`config.mk`:
```
export PLATFORM = sky130hd
export DESIGN_NAME = telnet_vt_key_decoder
export DESIGN_NICKNAME = d
export VERILOG_FILES = /design/src/rtl/core/tvkd_pkg.sv /design/src/rtl/core/tvkd_decode.sv /design/src/rtl/core/tvkd_outq.sv /design/src/rtl/core/telnet_vt_key_decoder.sv
export SDC_FILE = /design/constraint.sdc
export NUM_CORES = 1
export LEC_CHECK = 0
export BUFFER_PORTS_ARGS = -buffer_cell sky130_fd_sc_hd__buf_2
export CAP_MARGIN = 20
export CORE_ASPECT_RATIO = 0.9
export CORE_MARGIN = 3
export CORE_UTILIZATION = 62
export CTS_CLUSTER_SIZE = 40
export DETAILED_ROUTE_END_ITERATION = 12
export HOLD_SLACK_MARGIN = 0.1
export PLACE_DENSITY = 0.81
export SYNTH_ARGS = -nofsm -noshare
export SYNTH_HDL_FRONTEND = slang
export SYNTH_HIERARCHICAL = 1
export SYNTH_SLANG_ARGS = --single-unit
```
`constraint.sdc`:
```
create_clock -name clk -period 6.1 [get_ports clk]
set_input_delay 0 -clock clk [delete_from_list [all_inputs] [get_ports clk]]
set_output_delay 0 -clock clk [all_outputs]
set_load 0.005 [all_outputs]
```
`src/rtl/core/tvkd_pkg.sv`:
```
package tvkd_pkg;

  localparam logic [7:0] CMD_IAC       = 8'd255;
  localparam logic [7:0] CMD_SE        = 8'd240;
  localparam logic [7:0] CMD_SB        = 8'd250;
  localparam logic [7:0] CMD_OPT_FIRST = 8'd251;
  localparam logic [7:0] CMD_OPT_LAST  = 8'd254;
  localparam logic [7:0] KEY_ESC       = 8'd27;
  localparam logic [7:0] KEY_BS        = 8'd8;
  localparam logic [7:0] KEY_DEL       = 8'd127;
  localparam logic [7:0] KEY_ETX       = 8'd3;
  localparam logic [7:0] KEY_EOT       = 8'd4;
  localparam logic [7:0] KEY_CR        = 8'h0D;
  localparam logic [7:0] KEY_LF        = 8'h0A;
  localparam logic [7:0] KEY_NUL       = 8'h00;
  localparam logic [7:0] KEY_CSI       = 8'h5B;
  localparam logic [7:0] KEY_SS3       = 8'h4F;
  localparam logic [7:0] KEY_ARROW_LO  = 8'h41;
  localparam logic [7:0] KEY_ARROW_HI  = 8'h44;

  localparam logic [3:0] EV_CHAR  = 4'd0;
  localparam logic [3:0] EV_LINE  = 4'd1;
  localparam logic [3:0] EV_DEL   = 4'd2;
  localparam logic [3:0] EV_CLOSE = 4'd3;
  localparam logic [3:0] EV_UP    = 4'd4;
  localparam logic [3:0] EV_UNSUP = 4'd8;

  localparam int unsigned QUEUE_DEPTH = 4;
  localparam int unsigned DATA_W      = 16;

  typedef enum logic [2:0] {
    MODE_IDLE,
    MODE_ESC,
    MODE_ESC_HELD,
    MODE_IAC,
    MODE_IAC_OPT
  } mode_t;

  typedef struct packed {
    mode_t      mode;
    logic [7:0] held;
    logic       sub;
    logic       closed;
  } dec_state_t;

  typedef struct packed {
    logic [3:0] kind;
    logic [7:0] code;
    logic       last;
  } ev_t;

  typedef struct packed {
    logic [1:0] n;
    ev_t        ev0;
    ev_t        ev1;
  } ev_pair_t;

  typedef struct packed {
    dec_state_t st;
    logic       vld;
    ev_t        ev;
  } feed_res_t;

  typedef struct packed {
    dec_state_t st;
    ev_pair_t   evs;
  } step_res_t;

  function automatic feed_res_t feed(dec_state_t s, logic [7:0] b);
    feed_res_t r;
    r.st  = s;
    r.vld = 1'b0;
    r.ev  = '0;
    if (!s.closed) begin
      unique case (s.mode)
        MODE_ESC: begin
          r.st.held = b;
          r.st.mode = MODE_ESC_HELD;
        end
        MODE_IAC: begin
          r.st.mode = MODE_IDLE;
          if (b >= CMD_OPT_FIRST && b <= CMD_OPT_LAST) begin
            r.st.mode = MODE_IAC_OPT;
          end else if (b == CMD_SE) begin
            r.st.sub = 1'b0;
          end else if (b == CMD_SB) begin
            r.st.sub = 1'b1;
          end else if (b != CMD_IAC) begin
            r.vld     = 1'b1;
            r.ev.kind = EV_UNSUP;
            r.ev.code = b;
          end
        end
        MODE_IAC_OPT: begin
          r.st.mode = MODE_IDLE;
        end
        default: begin
          r.st.mode = MODE_IDLE;
          if (b == CMD_IAC) begin
            r.st.mode = MODE_IAC;
          end else if (b == KEY_ESC) begin
            r.st.mode = MODE_ESC;
          end else if (!s.sub) begin
            if (b == KEY_CR) begin
              r.vld     = 1'b1;
              r.ev.kind = EV_LINE;
            end else if (b == KEY_BS || b == KEY_DEL) begin
              r.vld     = 1'b1;
              r.ev.kind = EV_DEL;
            end else if (b == KEY_ETX || b == KEY_EOT) begin
              r.vld       = 1'b1;
              r.ev.kind   = EV_CLOSE;
              r.st.closed = 1'b1;
              r.st.held   = 8'd0;
            end else if (b != KEY_NUL && b != KEY_LF) begin
              r.vld     = 1'b1;
              r.ev.kind = EV_CHAR;
              r.ev.code = b;
            end
          end
        end
      endcase
    end
    return r;
  endfunction

  function automatic step_res_t step(dec_state_t s, logic [7:0] b, logic peer_closed);
    step_res_t r;
    dec_state_t t;
    feed_res_t  f1;
    feed_res_t  f2;
    r.st  = s;
    r.evs = '0;
    t     = s;
    f1    = '0;
    f2    = '0;
    if (!s.closed) begin
      if (peer_closed) begin
        r.st.closed      = 1'b1;
        r.st.mode        = MODE_IDLE;
        r.st.held        = 8'd0;
        r.evs.n          = 2'd1;
        r.evs.ev0.kind   = EV_CLOSE;
      end else if (s.mode == MODE_ESC_HELD) begin
        t.mode = MODE_IDLE;
        t.held = 8'd0;
        if (s.held == KEY_CSI || s.held == KEY_SS3) begin
          if (b >= KEY_ARROW_LO && b <= KEY_ARROW_HI) begin
            f2.st     = t;
            f2.vld    = 1'b1;
            f2.ev.kind = EV_UP + 4'(b - KEY_ARROW_LO);
          end else begin
            f2 = feed(t, b);
          end
        end else begin
          f1 = feed(t, s.held);
          f2 = feed(f1.st, b);
        end
        r.st = f2.st;
        if (f1.vld) begin
          r.evs.ev0 = f1.ev;
          r.evs.ev1 = f2.ev;
          r.evs.n   = f2.vld ? 2'd2 : 2'd1;
        end else begin
          r.evs.ev0 = f2.ev;
          r.evs.n   = {1'b0, f2.vld};
        end
      end else begin
        f2        = feed(s, b);
        r.st      = f2.st;
        r.evs.ev0 = f2.ev;
        r.evs.n   = {1'b0, f2.vld};
      end
    end
    r.evs.ev0.last = (r.evs.n == 2'd1);
    r.evs.ev1.last = 1'b1;
    return r;
  endfunction

endpackage

```
`src/rtl/core/tvkd_decode.sv`:
```
module tvkd_decode (
  input  logic               clk,
  input  logic               rst_n,
  input  logic               accept,
  input  logic [7:0]         in_byte,
  input  logic               peer_closed,
  output tvkd_pkg::ev_pair_t evs
);
  import tvkd_pkg::*;

  dec_state_t st_r;
  dec_state_t st_nxt;
  step_res_t  res;

  assign res = step(st_r, in_byte, peer_closed);

  always_comb begin
    st_nxt = st_r;
    if (accept) begin
      st_nxt = res.st;
    end
  end

  always_comb begin
    evs = res.evs;
    if (!accept) begin
      evs.n = 2'd0;
    end
  end

  always_ff @(posedge clk) begin
    if (!rst_n) begin
      st_r <= '{mode: MODE_IDLE, held: 8'd0, sub: 1'b0, closed: 1'b0};
    end else begin
      st_r <= st_nxt;
    end
  end

endmodule

```
`src/rtl/core/tvkd_outq.sv`:
```
module tvkd_outq #(
  parameter int unsigned DEPTH = tvkd_pkg::QUEUE_DEPTH
) (
  input  logic               clk,
  input  logic               rst_n,
  input  tvkd_pkg::ev_pair_t push,
  output logic               space_ok,
  output logic               out_vld,
  input  logic               out_rdy,
  output tvkd_pkg::ev_t      out_ev
);
  import tvkd_pkg::*;

  localparam int unsigned AW = $clog2(DEPTH);
  localparam int unsigned CW = $clog2(DEPTH + 1);

  ev_t           mem [DEPTH];
  logic [AW-1:0] wp_r, wp_nxt;
  logic [AW-1:0] rp_r, rp_nxt;
  logic [CW-1:0] cnt_r, cnt_nxt;
  logic          pop;
  logic [AW-1:0] wp_plus1;

  assign space_ok = (cnt_r <= CW'(DEPTH - 2));
  assign out_vld  = (cnt_r != '0);
  assign out_ev   = mem[rp_r];
  assign pop      = out_vld & out_rdy;
  assign wp_plus1 = wp_r + AW'(1);

  always_comb begin
    wp_nxt  = wp_r + AW'(push.n);
    rp_nxt  = rp_r + AW'(pop);
    cnt_nxt = cnt_r + CW'(push.n) - CW'(pop);
  end

  always_ff @(posedge clk) begin
    if (push.n != 2'd0) begin
      mem[wp_r] <= push.ev0;
    end
    if (push.n == 2'd2) begin
      mem[wp_plus1] <= push.ev1;
    end
  end

  always_ff @(posedge clk) begin
    if (!rst_n) begin
      wp_r  <= '0;
      rp_r  <= '0;
      cnt_r <= '0;
    end else begin
      wp_r  <= wp_nxt;
      rp_r  <= rp_nxt;
      cnt_r <= cnt_nxt;
    end
  end

endmodule

```
`src/rtl/core/telnet_vt_key_decoder.sv`:
```
// Channel | Dir | tdata (low bit up)                  | tuser        | tlast
// in_     | in  | [7:0] in_byte                       | peer_closed  | -
// out_    | out | [3:0] event_kind, [11:4] event_byte | -            | last_of_run
//
// One input beat per cycle while in_tready is high; events enter a 4-entry output queue.
// Zero, one or two events per beat; out_ drains one per cycle while out_tready is high.
// in_tready is high while the queue has room for two events.
// Synchronous active-low reset: parser idle, flags clear, queue empty.
module telnet_vt_key_decoder #(
  parameter int unsigned QUEUE_DEPTH = tvkd_pkg::QUEUE_DEPTH
) (
  input  logic                        clk,
  input  logic                        rst_n,
  input  logic                        in_tvalid,
  output logic                        in_tready,
  input  logic [7:0]                  in_tdata,   // [7:0] in_byte
  input  logic                        in_tuser,   // [0] peer_closed
  output logic                        out_tvalid,
  input  logic                        out_tready,
  output logic [tvkd_pkg::DATA_W-1:0] out_tdata,  // [3:0] event_kind, [11:4] event_byte
  output logic                        out_tlast   // last_of_run
);
  import tvkd_pkg::*;

  ev_pair_t evs;
  ev_t      out_ev;
  logic     accept;

  assign accept = in_tvalid & in_tready;

  tvkd_decode u_decode (
    .clk         (clk),
    .rst_n       (rst_n),
    .accept      (accept),
    .in_byte     (in_tdata),
    .peer_closed (in_tuser),
    .evs         (evs)
  );

  tvkd_outq #(
    .DEPTH (QUEUE_DEPTH)
  ) u_outq (
    .clk      (clk),
    .rst_n    (rst_n),
    .push     (evs),
    .space_ok (in_tready),
    .out_vld  (out_tvalid),
    .out_rdy  (out_tready),
    .out_ev   (out_ev)
  );

  assign out_tdata = {(DATA_W - 12)'(0), out_ev.code, out_ev.kind};
  assign out_tlast = out_ev.last;

endmodule
```
# Yosys cells after proc, flatten, opt, wreduce, memory -nomap -nowiden
# Memory sizes are Yosys's and may differ from the RTL's. A register that Yosys moved wholly into a read port is not among the register bits.
# Index checks and enable logic that the tools add are counted.
# W data, S select, Z words.
[word_totals]
ff_bits = 20
out_inout_bits = 19
in_bits = 13
word_cells = 191
mem_count = 1
ramBits = 52
[classes]
mux = 104
reduce_logical = 24
n_addsub = 7
n_eq_ne = 39
n_lt_le_gt_ge = 5
bitwise_logic = 4
[memory_table]
columns = ["memory", "depth", "word_bits", "read_ports", "rd_clocked_by_memory_dff", "wr", "line_no", "source"]
rows = [
  ["u_outq.mem", 4, 13, 1, 1, 2, "tvkd_outq.sv:17", "ev_t mem [DEPTH];"],
]
[op_table]
columns = ["operator", "count"]
rows = [
  ["$mux W14", 17],
  ["$mux W8", 21],
  ["$mux W13", 9],
  ["$mux W27", 4],
  ["$mux W11", 5],
  ["$pmux W13 S2", 2],
  ["$mux W5", 9],
  ["$eq A8 B4 Y1 const B", 4],
  ["$eq A8 B7 Y1 const B", 4],
  ["$eq A8 B8 Y1 const B", 4],
  ["$pmux W8 S2", 2],
  ["$mux W29", 1],
  ["$mux W28", 1],
  ["$ne A4 B3 Y1 const B", 7],
  ["$mux W26", 1],
  ["$mux W22", 1],
  ["$mux W1", 19],
  ["$mux W18", 1],
  ["$pmux W3 S3", 2],
  ["$eq A8 B2 Y1 const B", 2],
  ["$eq A8 B3 Y1 const B", 2],
  ["$eq A8 B5 Y1 const B", 2],
  ["$ne A8 B4 Y1 const B", 2],
  ["$reduce_bool A8 Y1", 2],
  ["other kinds (37)", 59],
]

# Depth between registers and ports, before layout
[depth]
depth_word = 28
mapped_depth = 16
mapped_depth_nobuf = 16

# Cells and area by module
# Netlist, hierarchy kept.
[by_module_without_submodules]
columns = ["mod", "instances", "area_each_um2", "cells_per_inst", "seq_area_each_um2"]
rows = [
  ["tvkd_outq", 1, 3116.7, 171, 1701.6],
  ["tvkd_decode", 1, 2150.8, 302, 260.2],
  ["telnet_vt_key_decoder", 1, 40.0, 6, 0.0],
]

# Least setup slack after synthesis
# Ideal clock, no wire load.
[synth_path]
path_type = "reg-to-reg"
from = "reg u_decode/st_r[9] (netlist name)"
to = "mem u_outq/mem[0][0] (netlist name), enable pin"
t_required_ns = 5.696
t_arrival_ns = 3.868
path_stages_with_launch = 14
path_buffers = 1
path_slack_ns = 1.828
synth_period_minus_slack_ns = 4.272
setup_time_ns = 0.404
cell_sequence = "dfxtp_1 -> or4_1 -> buf_2 -> a2111oi_4 -> nor2_2 -> a21oi_1 -> a21oi_1 -> ha_1 -> nor2_1 -> a211oi_1 -> a211oi_1 -> nor2_1 -> nor2_1 -> o31ai_1"
[synth_lines]
columns = ["element", "line_no", "source"]
rows = [
  ["from (decl)", "tvkd_decode.sv:11", "dec_state_t st_r;"],
  ["from (signal assigned)", "tvkd_decode.sv:33", "st_r <= '{mode: MODE_IDLE, held: 8'd0, sub: 1'b0, closed: 1'b0};"],
  ["from (signal assigned)", "tvkd_decode.sv:35", "st_r <= st_nxt;"],
  ["to (decl)", "tvkd_outq.sv:17", ""],
]

==> impl_metrics.tcl <==
set metrics [dict create \
    status "complete, no violations" \
    final_common_cell "edfxtp_1" \
    peakVddDrop_v 0.000123 \
    antenna_found_initial 0 \
    numCtsBuffers 9 \
    netlist_instances 479 \
    hold_viol 0 \
    cts_resized 0 \
    max_freq_mhz 211 \
    dpl.hpwl_mm 9.04 \
    p_per_area_nw_per_um2 256 \
    post-route-min-period_ns 4.74 \
    grt_usage_pct 27.2 \
    place.gp.congestion 0.992 \
    clock_skew_ns 0.0130 \
    htree_levels 3 \
    cts_tree "built" \
    antennaDiodeCount 0 \
    ant_nets 0 \
    critPathMaxFanout 13 \
    firstDrtPassIters 5 \
    synthArstFlopShare_pct 0 \
    clock_latency_ns 0.35 \
    synth.distinct_cells 80 \
    ios 32 \
    power_leakage_nw 2.04 \
    crit_path_end "u_outq/mem[1][7]" \
    cts_root_buffer "clkbuf_8" \
    cp.required_ns 6.19 \
    ys_seq_area_share_pct 37.0 \
    syn_to_final_growth_pct 4.34 \
    wl_per_cell_um 20.9 \
    power.total_mw 1.42 \
    grt_setup_unrepaired "no" \
    initial_utilization_pct 64.9 \
    final_area_um2 5540 \
    drive_above_1_share_pct 27.7 \
    synth_edf_count 52 \
    crit_start "in_tdata[0]" \
    die_h_um 93.8 \
    end_kind "flop" \
    vias 3916 \
    start_kind "primary input" \
    num_rows 31 \
    syn-cell-area_um2 5310 \
    fin_ws_ns 1.36 \
    yosysWarnings 6 \
    placed_area_um2 5230 \
    viasPerCell 6.55 \
    grt-ovfl-total 0 \
    grt_max_degree 22 \
    dominantRegCellSynth "edfxtp_1" \
    rrSetupSlack_ns 1.65 \
    cap_violations 0 \
    coreArea_um2 8180 \
    syn_area_per_cell_um2 11.1 \
    cp_cell_sequence "dlygate4sd3_1 -> buf_2 -> ha_1 -> nand4b_1 -> nor4_1 -> or3_1 -> a31oi_1 -> a21oi_1 -> a21oi_1 -> ha_1 -> nor2_1 -> a211oi_1 -> a211oi_1 -> nor2_1 -> nor4b_4 -> mux2_2" \
    fin_hold_ws_ns 0.169 \
    grt_pass1_wl_mm 20.6 \
    final_cell_mix "edfxtp_1, mux2_2, buf_2" \
    grt_pass1_vias 3802 \
    wl_mm 12.5 \
    dieWidth_um 104 \
    setup_viol 0 \
    die_area_um2 9710 \
    cp_slowest_cell "nor4b_4" \
    tightestPinTransition_ns 0.957 \
    place_inst 572 \
    post-cts-setup-buffers 0 \
    dr.first_iter.drc_count 567 \
    clk_pin_slew_worst_paths_ns 0.09 \
    max_stage_delay_ns 0.79 \
    dp_worst_setup_slack_ns 1.67 \
    reg2reg_to "u_outq/mem[1][7]" \
    num-nets-final 501 \
    cts_sinks 72 \
    fin_cells 598 \
    port_buffers 27 \
    final_util_pct 67.7 \
    drc 0 \
    fin_tns_setup_ns 0 \
    cts_buffer_depth 2 \
    reg2regPathDepth 12 \
    hp-class "in2reg" \
    r2r-start "u_decode/st_r[5]" \
    finalCritPeriodShare_pct 77.7 \
    critical_path_arrival_ns 4.83 \
    slew_violations 0 \
    maxSlewHeadroom_pct 35.6 \
    ys_ff_latch 72 \
    criticalPathCategory "in2reg" \
    hold_buffers 9 \
]
-- layer usage --
metal / track usage [%] / share of wire (%)
met2: 42.3 / 45
met5: 0 / 0
met3: 7.29 / 8.9
met4: 7.75 / 2.0
met1: 37.9 / 44
-- state kept, by name, summed over array words and instances, names as in the netlist --
| register | flops |
|---|---|
| u_outq/mem | 52 |
| u_decode/st_r | 13 |
| u_outq/cnt_r | 3 |
| u_outq/rp_r | 2 |
| u_outq/wp_r | 2 |
-- Yosys cell counts, drive strengths merged (12+ instances only) --
master / count / share of area [%]
a21oi: 23 / 2.2
buf: 54 / 7.7
dfxtp: 20 / 7.5
edfxtp: 52 / 29
inv: 12 / 0.85
mux2: 52 / 12
mux4: 14 / 5.9
nand2: 21 / 1.5
nand2b: 12 / 1.4
nand3: 12 / 1.1
nor2: 25 / 1.8
nor3: 15 / 1.5
o21ai: 12 / 1.1
-- critical path: cells and delay by family --
| kind | cells | cell delay [ns] |
|---|---|---|
| buf+inv | 2 | 0.71 |
| compound gates | 5 | 0.75 |
| mux | 1 | 0.42 |
| fa+ha+maj | 2 | 0.62 |
| simple gates | 6 | 2.31 |
-- final cells by class --
cell class | count | area (µm²)
Multi-Input combinational cell | 340 | 2890
Fill cell | 615 | 2650
Sequential cell | 72 | 1960
Timing Repair Buffer | 43 | 298
Tap cell | 115 | 144
Clock buffer | 9 | 124
Clock inverter | 7 | 71.3
Inverter | 12 | 45.0
-- kinds of logic after synthesis --
kind of cell | synth area share (%)
adder cells (fa/ha/maj) | 2.50
other | 0.212
AND/OR/NAND/NOR | 17.1
buffers and inverters | 8.89
multiplexers | 19.4
AO/OA/AOI/OAI | 13.1
XOR/XNOR | 1.84
flip-flops | 37.0
-- report_power, final --
group	switching, mW	leakage [nW]	internal, mW
combinational	0.184	1.30	0.223
clock	0.188	0.0949	0.189
sequential	0.0441	0.647	0.588
total	0.416	2.04	0.999
-- worst min path at each step --
stage                      from           endpoint  slack, ns  cells after the start
detailed placement  in_tdata[1]   u_decode/st_r[3]       0.35                      2
global placement    in_tdata[1]   u_decode/st_r[3]       0.34                      2
floorplan                 rst_n  u_decode/st_r[11]       0.12                      1
finish                 in_tuser  u_decode/st_r[10]       0.17                      4
global route        in_tdata[2]   u_decode/st_r[4]       0.18                      2
CTS                    in_tuser  u_decode/st_r[10]       0.14                      4
Note: power is estimated with default switching activity, not from simulation.
